**src/hdl/least_loaded_session_assigner_macros.svh**
```systemverilog
// assertion macros used by the session assigner back end
`ifndef LEAST_LOADED_SESSION_ASSIGNER_MACROS_SVH
`define LEAST_LOADED_SESSION_ASSIGNER_MACROS_SVH

// same-cycle implication, checked out of reset
`define LLSA_ASSERT_NOW(lbl, ante, cons, msg) \
	lbl: assert property (@(posedge clk) disable iff (!arst_n) (ante) |-> (cons)) else $error(msg);

// next-cycle implication, checked out of reset
`define LLSA_ASSERT_NEXT(lbl, ante, cons, msg) \
	lbl: assert property (@(posedge clk) disable iff (!arst_n) (ante) |=> (cons)) else $error(msg);

`endif

```
**src/hdl/llsa_pkg.sv**
```systemverilog
// shared constants, types and entry format of the session assigner
package llsa_pkg;

	localparam int NUM_WORKERS = 16;
	localparam int COUNT_WIDTH = 16;

	localparam int ID_W      = 64;
	localparam int MIX_RIGHT = 33;
	localparam int MIX_LEFT  = 11;
	localparam int ACTIVE_W  = 5;
	localparam int RELEASE_W = 8;
	localparam int CHOSEN_W  = 4;
	localparam int LOAD_W    = 16;

	// worker index width and width of a worker count value (0..NUM_WORKERS)
	localparam int WIDX = (NUM_WORKERS > 1) ? $clog2(NUM_WORKERS) : 1;
	localparam int NW   = $clog2(NUM_WORKERS + 1);

	localparam int DIV_CNT_W = $clog2(ID_W);

	localparam int QDEPTH = 2;
	localparam int QPW    = (QDEPTH > 1) ? $clog2(QDEPTH) : 1;
	localparam int QCW    = $clog2(QDEPTH + 1);

	localparam logic [COUNT_WIDTH-1:0] COUNT_MAX = '1;

	localparam logic OP_ASSIGN  = 1'b0;
	localparam logic OP_RELEASE = 1'b1;

	typedef enum logic [1:0] {
		K_ASSIGN  = 2'd0,
		K_RELEASE = 2'd1,
		K_IGNORE  = 2'd2
	} kind_t;

	// one classified item handed from front to back
	typedef struct packed {
		kind_t           kind;
		logic [WIDX-1:0] idx;
		logic [NW-1:0]   n;
	} entry_t;

endpackage

```
**src/hdl/least_loaded_session_assigner.sv**
```systemverilog
// top level of the least-loaded session assigner
//
// usage:
//   input channel (in_valid/in_ready) takes one item: operation 0 assigns
//   session_id to a worker, operation 1 releases one session from
//   released_worker. every item gives exactly one result on the output
//   channel (out_valid/out_ready): chosen_worker, load_after, ignored.
//   cfg_valid/cfg_ready writes active_workers; cfg_ready is always high,
//   write it only while no item is in flight.
// flow:
//   an assign passes the front remainder unit (one id bit a cycle) and then
//   the back scan over the n active workers, n the active worker count. a
//   release skips the division; an ignored one also skips the scan. front
//   and back overlap through a two-entry queue; the front takes a new item
//   only after its last one has been handed to the queue.
// reset: all worker counts clear to zero, active_workers returns to 1,
//   the queue and the result register empty.
// output stall:
//   the result waits in its register; the back end holds its next item and
//   the front keeps accepting until the queue fills.
module least_loaded_session_assigner (
	input  logic                           clk,
	input  logic                           arst_n,
	input  logic                           cfg_valid,
	output logic                           cfg_ready,
	input  logic [llsa_pkg::ACTIVE_W-1:0]  active_workers,
	input  logic                           in_valid,
	output logic                           in_ready,
	input  logic                           operation,
	input  logic [llsa_pkg::ID_W-1:0]      session_id,
	input  logic [llsa_pkg::RELEASE_W-1:0] released_worker,
	output logic                           out_valid,
	input  logic                           out_ready,
	output logic [llsa_pkg::CHOSEN_W-1:0]  chosen_worker,
	output logic [llsa_pkg::LOAD_W-1:0]    load_after,
	output logic                           ignored
);

	// configuration register, reset to a single active worker
	logic [llsa_pkg::ACTIVE_W-1:0] active_q;

	// front to queue
	logic             push_valid;
	logic             push_ready;
	llsa_pkg::entry_t push_data;

	// queue to back
	logic             pop_valid;
	logic             pop_ready;
	llsa_pkg::entry_t pop_data;

	assign cfg_ready = 1'b1;

	always_ff @(posedge clk or negedge arst_n) begin
		if (!arst_n) begin
			active_q <= llsa_pkg::ACTIVE_W'(1);
		end else if (cfg_valid && cfg_ready) begin
			active_q <= active_workers;
		end
	end

	// hashing and start-index reduction
	llsa_front u_front (
		.clk             (clk),
		.arst_n          (arst_n),
		.active_workers  (active_q),
		.in_valid        (in_valid),
		.in_ready        (in_ready),
		.operation       (operation),
		.session_id      (session_id),
		.released_worker (released_worker),
		.push_valid      (push_valid),
		.push_ready      (push_ready),
		.push_data       (push_data)
	);

	// decouples the remainder unit from the scan
	llsa_queue u_queue (
		.clk        (clk),
		.arst_n     (arst_n),
		.push_valid (push_valid),
		.push_ready (push_ready),
		.push_data  (push_data),
		.pop_valid  (pop_valid),
		.pop_ready  (pop_ready),
		.pop_data   (pop_data)
	);

	// counts, scan, update and result register
	llsa_back u_back (
		.clk           (clk),
		.arst_n        (arst_n),
		.pop_valid     (pop_valid),
		.pop_ready     (pop_ready),
		.pop_data      (pop_data),
		.out_valid     (out_valid),
		.out_ready     (out_ready),
		.chosen_worker (chosen_worker),
		.load_after    (load_after),
		.ignored       (ignored)
	);

endmodule

```
**src/hdl/llsa_queue.sv**
```systemverilog
// short fifo of classified items between front and back
module llsa_queue (
	input  logic            clk,
	input  logic            arst_n,
	input  logic            push_valid,
	output logic            push_ready,
	input  llsa_pkg::entry_t push_data,
	output logic            pop_valid,
	input  logic            pop_ready,
	output llsa_pkg::entry_t pop_data
);

	llsa_pkg::entry_t           slot_q [llsa_pkg::QDEPTH];
	logic [llsa_pkg::QPW-1:0]   wr_ptr_q;
	logic [llsa_pkg::QPW-1:0]   rd_ptr_q;
	logic [llsa_pkg::QCW-1:0]   fill_q;
	logic                       do_push;
	logic                       do_pop;

	assign push_ready = (fill_q != llsa_pkg::QCW'(llsa_pkg::QDEPTH));
	assign pop_valid  = (fill_q != '0);
	assign pop_data   = slot_q[rd_ptr_q];
	assign do_push    = push_valid && push_ready;
	assign do_pop     = pop_valid && pop_ready;

	function automatic logic [llsa_pkg::QPW-1:0] next_ptr(input logic [llsa_pkg::QPW-1:0] p);
		next_ptr = (p == llsa_pkg::QPW'(llsa_pkg::QDEPTH - 1)) ? '0 : p + 1'b1;
	endfunction

	always_ff @(posedge clk or negedge arst_n) begin
		if (!arst_n) begin
			wr_ptr_q <= '0;
			rd_ptr_q <= '0;
			fill_q   <= '0;
		end else begin
			if (do_push) wr_ptr_q <= next_ptr(wr_ptr_q);
			if (do_pop) rd_ptr_q <= next_ptr(rd_ptr_q);
			if (do_push && !do_pop) fill_q <= fill_q + 1'b1;
			else if (do_pop && !do_push) fill_q <= fill_q - 1'b1;
		end
	end

	always_ff @(posedge clk) begin
		if (do_push) slot_q[wr_ptr_q] <= push_data;
	end

endmodule

```
**src/hdl/llsa_front.sv**
```systemverilog
// front end: accepts items, hashes ids and reduces them modulo the worker count
module llsa_front (
	input  logic                            clk,
	input  logic                            arst_n,
	input  logic [llsa_pkg::ACTIVE_W-1:0]   active_workers,
	input  logic                            in_valid,
	output logic                            in_ready,
	input  logic                            operation,
	input  logic [llsa_pkg::ID_W-1:0]       session_id,
	input  logic [llsa_pkg::RELEASE_W-1:0]  released_worker,
	output logic                            push_valid,
	input  logic                            push_ready,
	output llsa_pkg::entry_t                push_data
);

	typedef enum logic [1:0] {
		F_IDLE = 2'b01,
		F_DIV  = 2'b10
	} front_state_t;

	front_state_t                     st_q;
	logic                             pend_q;
	logic [llsa_pkg::DIV_CNT_W-1:0]   cnt_q;
	logic [llsa_pkg::ID_W-1:0]        div_q;
	logic [llsa_pkg::NW-1:0]          rem_q;
	logic [llsa_pkg::NW-1:0]          n_q;
	llsa_pkg::entry_t                 entry_q;

	logic                             accept;
	logic                             last_bit;
	logic [llsa_pkg::ID_W-1:0]        mixed;
	logic [llsa_pkg::NW-1:0]          n_eff;
	logic [llsa_pkg::NW:0]            trial;
	logic [llsa_pkg::NW-1:0]          rem_next;
	logic                             out_of_range;

	assign in_ready   = (st_q == F_IDLE) && !pend_q;
	assign accept     = in_valid && in_ready;
	assign push_valid = pend_q;
	assign push_data  = entry_q;
	assign last_bit   = (cnt_q == llsa_pkg::DIV_CNT_W'(llsa_pkg::ID_W - 1));

	assign mixed = session_id ^ (session_id >> llsa_pkg::MIX_RIGHT)
		^ (session_id << llsa_pkg::MIX_LEFT);

	assign out_of_range = ({24'b0, released_worker} >= llsa_pkg::NUM_WORKERS);

	// clamp the register to 1..NUM_WORKERS
	always_comb begin
		if (active_workers == '0) begin
			n_eff = llsa_pkg::NW'(1);
		end else if ({27'b0, active_workers} > llsa_pkg::NUM_WORKERS) begin
			n_eff = llsa_pkg::NW'(llsa_pkg::NUM_WORKERS);
		end else begin
			n_eff = llsa_pkg::NW'(active_workers);
		end
	end

	// restoring remainder step, one dividend bit per cycle
	always_comb begin
		trial = {rem_q, div_q[llsa_pkg::ID_W-1]};
		if (trial >= {1'b0, n_q}) begin
			rem_next = llsa_pkg::NW'(trial - {1'b0, n_q});
		end else begin
			rem_next = trial[llsa_pkg::NW-1:0];
		end
	end

	always_ff @(posedge clk or negedge arst_n) begin
		if (!arst_n) begin
			st_q   <= F_IDLE;
			pend_q <= 1'b0;
			cnt_q  <= '0;
		end else begin
			if (pend_q && push_ready) pend_q <= 1'b0;
			unique case (st_q)
				F_IDLE: begin
					if (accept) begin
						if (operation == llsa_pkg::OP_ASSIGN) begin
							cnt_q <= '0;
							st_q  <= F_DIV;
						end else begin
							pend_q <= 1'b1;
						end
					end
				end
				F_DIV: begin
					cnt_q <= cnt_q + 1'b1;
					if (last_bit) begin
						pend_q <= 1'b1;
						st_q   <= F_IDLE;
					end
				end
				default: st_q <= F_IDLE;
			endcase
		end
	end

	always_ff @(posedge clk) begin
		if (accept) begin
			div_q <= mixed;
			rem_q <= '0;
			n_q   <= n_eff;
			if (operation == llsa_pkg::OP_RELEASE) begin
				entry_q.n <= n_eff;
				if (out_of_range) begin
					entry_q.kind <= llsa_pkg::K_IGNORE;
					entry_q.idx  <= '0;
				end else begin
					entry_q.kind <= llsa_pkg::K_RELEASE;
					entry_q.idx  <= llsa_pkg::WIDX'(released_worker);
				end
			end
		end else if (st_q == F_DIV) begin
			div_q <= div_q << 1;
			rem_q <= rem_next;
			if (last_bit) begin
				entry_q.kind <= llsa_pkg::K_ASSIGN;
				entry_q.idx  <= llsa_pkg::WIDX'(rem_next);
				entry_q.n    <= n_q;
			end
		end
	end

endmodule

```
**src/hdl/llsa_back.sv**
```systemverilog
// back end: per-worker counts, rotating least-loaded scan and result register
`include "least_loaded_session_assigner_macros.svh"

module llsa_back (
	input  logic                           clk,
	input  logic                           arst_n,
	input  logic                           pop_valid,
	output logic                           pop_ready,
	input  llsa_pkg::entry_t               pop_data,
	output logic                           out_valid,
	input  logic                           out_ready,
	output logic [llsa_pkg::CHOSEN_W-1:0]  chosen_worker,
	output logic [llsa_pkg::LOAD_W-1:0]    load_after,
	output logic                           ignored
);

	typedef enum logic [2:0] {
		B_IDLE  = 3'b001,
		B_SCAN  = 3'b010,
		B_WRITE = 3'b100
	} back_state_t;

	back_state_t                        st_q;
	logic [llsa_pkg::COUNT_WIDTH-1:0]   cnt_q [llsa_pkg::NUM_WORKERS];
	llsa_pkg::kind_t                    kind_q;
	logic [llsa_pkg::NW-1:0]            n_q;
	logic [llsa_pkg::NW-1:0]            k_q;
	logic [llsa_pkg::WIDX-1:0]          cand_q;
	logic [llsa_pkg::WIDX-1:0]          best_q;
	logic [llsa_pkg::COUNT_WIDTH-1:0]   best_cnt_q;
	logic                               out_valid_q;
	logic [llsa_pkg::CHOSEN_W-1:0]      chosen_q;
	logic [llsa_pkg::LOAD_W-1:0]        load_q;
	logic                               ignored_q;

	logic                               take_in;
	logic                               out_free;
	logic [llsa_pkg::COUNT_WIDTH-1:0]   rd_cnt;
	logic                               better;
	logic                               last_step;
	logic [llsa_pkg::NW-1:0]            cand_inc;
	logic [llsa_pkg::COUNT_WIDTH-1:0]   new_cnt;
	logic                               finish;

	assign pop_ready     = (st_q == B_IDLE);
	assign take_in       = pop_valid && pop_ready;
	assign out_free      = !out_valid_q || out_ready;
	assign finish        = (st_q == B_WRITE) && out_free;
	assign out_valid     = out_valid_q;
	assign chosen_worker = chosen_q;
	assign load_after    = load_q;
	assign ignored       = ignored_q;

	assign rd_cnt    = cnt_q[cand_q];
	assign better    = (k_q == '0) || (rd_cnt < best_cnt_q);
	assign last_step = (kind_q != llsa_pkg::K_ASSIGN) || (k_q == n_q - 1'b1);
	assign cand_inc  = llsa_pkg::NW'(cand_q) + 1'b1;

	always_comb begin
		unique case (kind_q)
			llsa_pkg::K_ASSIGN:
				new_cnt = (best_cnt_q == llsa_pkg::COUNT_MAX) ? best_cnt_q : best_cnt_q + 1'b1;
			llsa_pkg::K_RELEASE:
				new_cnt = (best_cnt_q == '0) ? best_cnt_q : best_cnt_q - 1'b1;
			default: new_cnt = '0;
		endcase
	end

	always_ff @(posedge clk or negedge arst_n) begin
		if (!arst_n) begin
			st_q        <= B_IDLE;
			out_valid_q <= 1'b0;
			for (int i = 0; i < llsa_pkg::NUM_WORKERS; i++) begin
				cnt_q[i] <= '0;
			end
		end else begin
			// a new result replaces the one leaving in the same cycle
			if (finish) begin
				out_valid_q <= 1'b1;
			end else if (out_valid_q && out_ready) begin
				out_valid_q <= 1'b0;
			end
			unique case (st_q)
				B_IDLE: begin
					if (take_in) begin
						st_q <= (pop_data.kind == llsa_pkg::K_IGNORE) ? B_WRITE : B_SCAN;
					end
				end
				B_SCAN: begin
					if (last_step) st_q <= B_WRITE;
				end
				B_WRITE: begin
					if (out_free) begin
						if (kind_q != llsa_pkg::K_IGNORE) cnt_q[best_q] <= new_cnt;
						st_q <= B_IDLE;
					end
				end
				default: st_q <= B_IDLE;
			endcase
		end
	end

	always_ff @(posedge clk) begin
		if (take_in) begin
			kind_q     <= pop_data.kind;
			n_q        <= pop_data.n;
			cand_q     <= pop_data.idx;
			best_q     <= pop_data.idx;
			best_cnt_q <= '0;
			k_q        <= '0;
		end else if (st_q == B_SCAN) begin
			if (better) begin
				best_q     <= cand_q;
				best_cnt_q <= rd_cnt;
			end
			k_q    <= k_q + 1'b1;
			cand_q <= (cand_inc == n_q) ? '0 : llsa_pkg::WIDX'(cand_inc);
		end
		if (finish) begin
			chosen_q  <= llsa_pkg::CHOSEN_W'(best_q);
			load_q    <= llsa_pkg::LOAD_W'(new_cnt);
			ignored_q <= (kind_q == llsa_pkg::K_IGNORE);
		end
	end

	`LLSA_ASSERT_NOW(a_scan_in_range, (st_q == B_SCAN) && (kind_q == llsa_pkg::K_ASSIGN), (llsa_pkg::NW'(cand_q) < n_q) && (k_q < n_q), "scan left the active worker range")
	`LLSA_ASSERT_NOW(a_ignore_no_scan, st_q == B_SCAN, kind_q != llsa_pkg::K_IGNORE, "ignored release entered the scan")
	`LLSA_ASSERT_NEXT(a_write_shows_result, finish, out_valid_q && (st_q == B_IDLE), "finished item did not reach the result register")

endmodule
```
**config.mk**
```make
export PLATFORM = sky130hd
export DESIGN_NAME = least_loaded_session_assigner
export DESIGN_NICKNAME = d
export VERILOG_FILES = /design/src/hdl/llsa_pkg.sv /design/src/hdl/least_loaded_session_assigner.sv /design/src/hdl/llsa_queue.sv /design/src/hdl/llsa_front.sv /design/src/hdl/llsa_back.sv
export VERILOG_INCLUDE_DIRS = /design/src /design/src/hdl
export SDC_FILE = /design/constraint.sdc
export NUM_CORES = 1
export LEC_CHECK = 0
export BUFFER_PORTS_ARGS = -buffer_cell sky130_fd_sc_hd__buf_2
export CELL_PAD_IN_SITES_DETAIL_PLACEMENT = 1
export CELL_PAD_IN_SITES_GLOBAL_PLACEMENT = 1
export CORE_MARGIN = 2
export CORE_UTILIZATION = 45
export CTS_CLUSTER_DIAMETER = 80
export CTS_CLUSTER_SIZE = 14
export DETAILED_ROUTE_END_ITERATION = 16
export PLACE_DENSITY_LB_ADDON = 0.1
export SYNTH_ARGS = -nofsm -noshare
export SYNTH_HDL_FRONTEND = slang
export SYNTH_HIERARCHICAL = 1
export SYNTH_SLANG_ARGS = --single-unit
```
**constraint.sdc**
```tcl
create_clock -name clk -period 3.9 [get_ports clk]
set_input_delay 0.195 -clock clk [delete_from_list [all_inputs] [get_ports clk]]
set_output_delay 0.195 -clock clk [all_outputs]
set_load 0.005 [all_outputs]
```
==> qor.txt <==
===============================================================================================
Top-level I/O count ..............................................................          107
Setup TNS ........................................................................         0 ns
Top achievable clock speed .......................................................      274 MHz
Multi-input logic area ...........................................................     8910 um2
Final min period .................................................................      3.64 ns
Post-CTS setup buffer count ......................................................            0
Cell type with the largest total area after synthesis ............................ sky130_fd_sc_hd__dfrtp_1
Die W ............................................................................       221 um
Most frequent cells after synthesis .............................................. sky130_fd_sc_hd__nand2_1 (280), sky130_fd_sc_hd__dfrtp_1 (275), sky130_fd_sc_hd__edfxtp_1 (138)
Total count of hold-check failures in the final report ...........................            0
Die Footprint ....................................................................   48,900 um2
Clock input transition at the sequential cells of the worst setup and hold paths .      0.07 ns
R2R Setup Slk ....................................................................      0.26 ns
Critical register-to-register path endpoint ...................................... u_back/best_cnt_q[11]
Total nets after synthesis .......................................................        2,045
Dpl hpwl .........................................................................    41,600 um
Maximum resistive drop on vdd ....................................................     0.283 mV
Share of final-layout standard cells stronger than drive strength 1 ..............        15.3%
Most common flop cell mapped by yosys ............................................ sky130_fd_sc_hd__dfrtp_1
Worst path required time .........................................................      4.39 ns
Final standard cell area without fillers .........................................   23,900 um2
Effective utilization at floorplan ...............................................        45.6%
Count of standard-cell rows ......................................................           79
Crit path launch type ............................................................    flip-flop
Global-route wire length before repair ...........................................    93,400 um
TritonCTS clock tree .............................................................         done
Async set or reset register ratio after synthesis ................................        62.9%
Wirelength per Cell ..............................................................      22.0 um
Final setup violating endpoints ..................................................            0
Port Buf Inserts .................................................................          105
Area occupied by registers .......................................................   11,600 um2
Total CTS buffers ................................................................           37
Latest clock arrival within the worst-skew pair ..................................      0.57 ns
Pins Over Slew Limit .............................................................            0
Via count of the first global-routing pass .......................................       16,200
Finished Layout Cells ............................................................        2,677
Number of flops mapped to enable cells by yosys ..................................          138
Die height .......................................................................       221 um
Category of the most critical setup path ......................................... flip-flop to flip-flop
Largest clock skew in the final design ...........................................    0.0155 ns
Crit. End Element ................................................................    flip-flop
Pleak ............................................................................      10.4 nW
Floorplan core area ..............................................................   46,600 um2
Arr. time, crit path .............................................................      4.13 ns
Slowest cell delay on critical path ..............................................      0.56 ns
Final antenna-violating net count ................................................            0
Fraction of post-synthesis cell area in the top cell type by area ................        32.4%
Fraction of the yosys area taken by sequential cells .............................        54.8%
Worst hold path stage count ......................................................            3
Number of design rule violations left after detail routing .......................            0
Maximum number of pins on one net before global-route repair .....................          137
Startpoint of the worst register-to-register path ................................ u_back/cand_q[0]
Number of clock sinks ............................................................          442
Cell Area, Synth .................................................................   21,200 um2
Via count of the routed design ...................................................       15,300
Top cells by area, synth ......................................................... sky130_fd_sc_hd__dfrtp_1 (32%), sky130_fd_sc_hd__edfxtp_1 (20%), sky130_fd_sc_hd__nand2_1 (5.0%), sky130_fd_sc_hd__mux2i_1 (4.1%), sky130_fd_sc_hd__mux4_2 (3.5%)
Library cell contributing the largest single delay on the critical path .......... sky130_fd_sc_hd__mux4_2
Outcome .......................................................................... finished clean
Weighted congestion at the end of routability-driven global placement ............        0.827
Endpoint of the worst hold-timing path ........................................... u_front/div_q[20]
Most frequent cell after synthesis ............................................... sky130_fd_sc_hd__nand2_1
Power density relative to cell area ..............................................   360 nW/um2
Number of levels in the clock H-tree .............................................            2
Clock tree root driver cell ...................................................... sky130_fd_sc_hd__clkbuf_16
Series of cell instances along the critical path ................................. buf_12 > buf_12 > mux4_2 > a22oi_1 > nand2_1 > ha_1 > nand2_1 > nor4_2 > o2111ai_1 > a221o_1 > nand4b_1 > buf_4 > mux2i_1
Highest net fanout along the worst path ..........................................           39
Count of cells along the worst register-to-register path .........................           13
Pre-antenna DRT Iters ............................................................            5
Distinct cell type count after synthesis .........................................           86
Syn avg cell area ................................................................     11.0 um2
Cells after DPL ..................................................................        2,581
Overall track demand over capacity in global routing .............................        24.2%
Worst hold-check path type ....................................................... input pin to flip-flop
Yosys warning total ..............................................................            6
Fillers ..........................................................................        5,014
Max-slew headroom ................................................................        30.5%
Maxcap violations ................................................................            0
Number of DRC markers in iteration 0 .............................................        1,066
Area overhead of the layout relative to synthesis ................................        12.8%
Buffer levels on the longest clock path ..........................................            3
Post-synthesis sequential element count ..........................................          442
DR vias/cell .....................................................................         5.72
Post-route clock period utilization ..............................................        93.4%
Gate Count Post-Synth ............................................................        1,931
Placed Area ......................................................................   22,500 um2
Top cell family by delay on the critical path .................................... multiplexers
Startpoint of the lowest-slack hold path ......................................... session_id[53]
Unrepaired setup endpoints after global routing ..................................        false
Remaining Overflow, GRT ..........................................................            0
Total Wirelength .................................................................    58,800 um
Count of buffering cells on the critical path with inverters included ............            3
NumNets Final ....................................................................        2,160
Tightest Pin Transition ..........................................................      1.03 ns
Initial antenna violation count ..................................................            2
===============================================================================================
-- area by class of cell --
| class | instances | area share (%) |
|---|---|---|
| Clock inverter | 3 | 0.199 |
| Timing Repair Buffer | 196 | 5.82 |
| Clock buffer | 59 | 4.25 |
| Sequential cell | 442 | 48.6 |
| Tap cell | 607 | 3.17 |
| Antenna cell | 1 | 0.0105 |
| Inverter | 49 | 0.773 |
| Multi-Input combinational cell | 1320 | 37.2 |
-- flip-flops by register name, indices dropped and copies added (netlist names), 3 cells and up --
register              flops
u_back/best_cnt_q        16
u_front/div_q            64
u_back/n_q                5
u_queue/slot_q           22
u_back/chosen_worker      4
u_front/cnt_q             6
u_front/rem_q             5
u_back/cnt_q            256
u_back/cand_q             4
u_back/load_after        16
u_front/push_data        11
u_back/k_q                5
active_q                  5
u_back/best_q             4
u_back/st_q               3
u_front/n_q               5
-- per-layer routing --
layer / track usage [%] / wire length (um) / vias to the layer above / part of all wire [%]
met5: 0 / 0 / - / 0
met4: 6.13 / 1130 / 0 / 1.9
met3: 3.37 / 2510 / 77 / 4.3
met2: 39.8 / 28200 / 291 / 48
met1: 33.8 / 27000 / 7812 / 46
li1: - / - / 7141 / -
-- logic make-up after synthesis --
group | Yosys count | share of synthesized area (%)
AOI/OAI and AO/OA | 475 | 13.9
xor gates and xnor gates | 109 | 4.53
adders and majority gates | 31 | 1.86
buffers and inverters | 169 | 3.35
DFF | 442 | 54.8
muxes | 158 | 9.61
other | 1 | 0.0177
and+or+nand+nor | 546 | 12.0
-- tightest hold or removal path, cell delays in order --
cell and delay [ns]:
sky130_fd_sc_hd__buf_2 0.11, sky130_fd_sc_hd__xnor2_1 0.07, sky130_fd_sc_hd__o21ai_1 0.10
-- power breakdown --
group | leakage, nW | total [mW] | switching (mW) | internal (mW)
logic | 4.37 | 0.278 | 0.152 | 0.126
registers | 5.49 | 4.77 | 0.00642 | 4.76
clock network | 0.511 | 3.57 | 1.71 | 1.86
-- cells in the final DEF, fill, tap and decap left out, types with 15 or more instances in the layout --
master                          netlist  final
sky130_fd_sc_hd__a22o_1              70     70
sky130_fd_sc_hd__dfxtp_1             26     26
sky130_fd_sc_hd__dlygate4sd3_1        0     33
sky130_fd_sc_hd__nand4_1             15     15
sky130_fd_sc_hd__o21ai_0            136    136
sky130_fd_sc_hd__mux2_2              37     37
sky130_fd_sc_hd__buf_4                4     50
sky130_fd_sc_hd__xor2_1              31     31
sky130_fd_sc_hd__nor3_1              16     16
sky130_fd_sc_hd__nand3_1             15     15
sky130_fd_sc_hd__xnor2_1             77     77
sky130_fd_sc_hd__dfrtp_1            275    275
sky130_fd_sc_hd__mux2i_1             88     88
sky130_fd_sc_hd__a21oi_1             87     87
sky130_fd_sc_hd__nor2_1             118    118
sky130_fd_sc_hd__a221oi_1            30     30
sky130_fd_sc_hd__inv_1               43     43
sky130_fd_sc_hd__ha_1                30     30
sky130_fd_sc_hd__and2_1              20     20
sky130_fd_sc_hd__clkbuf_1            64     21
sky130_fd_sc_hd__buf_2               36    104
sky130_fd_sc_hd__a22oi_1             15     15
sky130_fd_sc_hd__mux4_2              33     33
sky130_fd_sc_hd__nand2_1            280    279
sky130_fd_sc_hd__edfxtp_1           138    138
sky130_fd_sc_hd__clkbuf_16            0     37
sky130_fd_sc_hd__o21ai_1             85     85
-- metrics by stage --
step	setup slack [ns]	hold slack (ns)	total power, mW	utilization, %
2_1_floorplan	0.0257	-0.101	4.96	-
3_3_place_gp	0.313	0.339	5.11	48.4
3_5_place_dp	0.199	0.344	5.11	48.4
4_1_cts	0.160	0.00308	8.74	51.4
5_1_grt	0.0395	0.0325	8.89	51.4
6_report	0.256	0.0252	8.61	51.4
-- how the worst max path moves through the flow --
stage,from,end,cells past startpoint
after CTS,u_back/cand_q[0],u_back/best_cnt_q[11],13
after global routing,u_back/cand_q[0],u_back/best_cnt_q[11],14
after floorplan,u_back/cand_q[0],u_back/best_q[0],15
after detailed placement,u_back/cand_q[0],u_back/best_cnt_q[11],14
after global placement,u_back/cand_q[0],u_back/best_cnt_q[5],13
final,u_back/cand_q[0],u_back/best_cnt_q[11],13
-- what timing repair did --
action | CTS | global route
setup endpoints to repair | 0 | 16
hold buffers | 33 | 0
endpoints found under the hold margin | 141 | 0
resized for setup | 0 | 2
No activity file was read; power rests on OpenSTA's default activity.
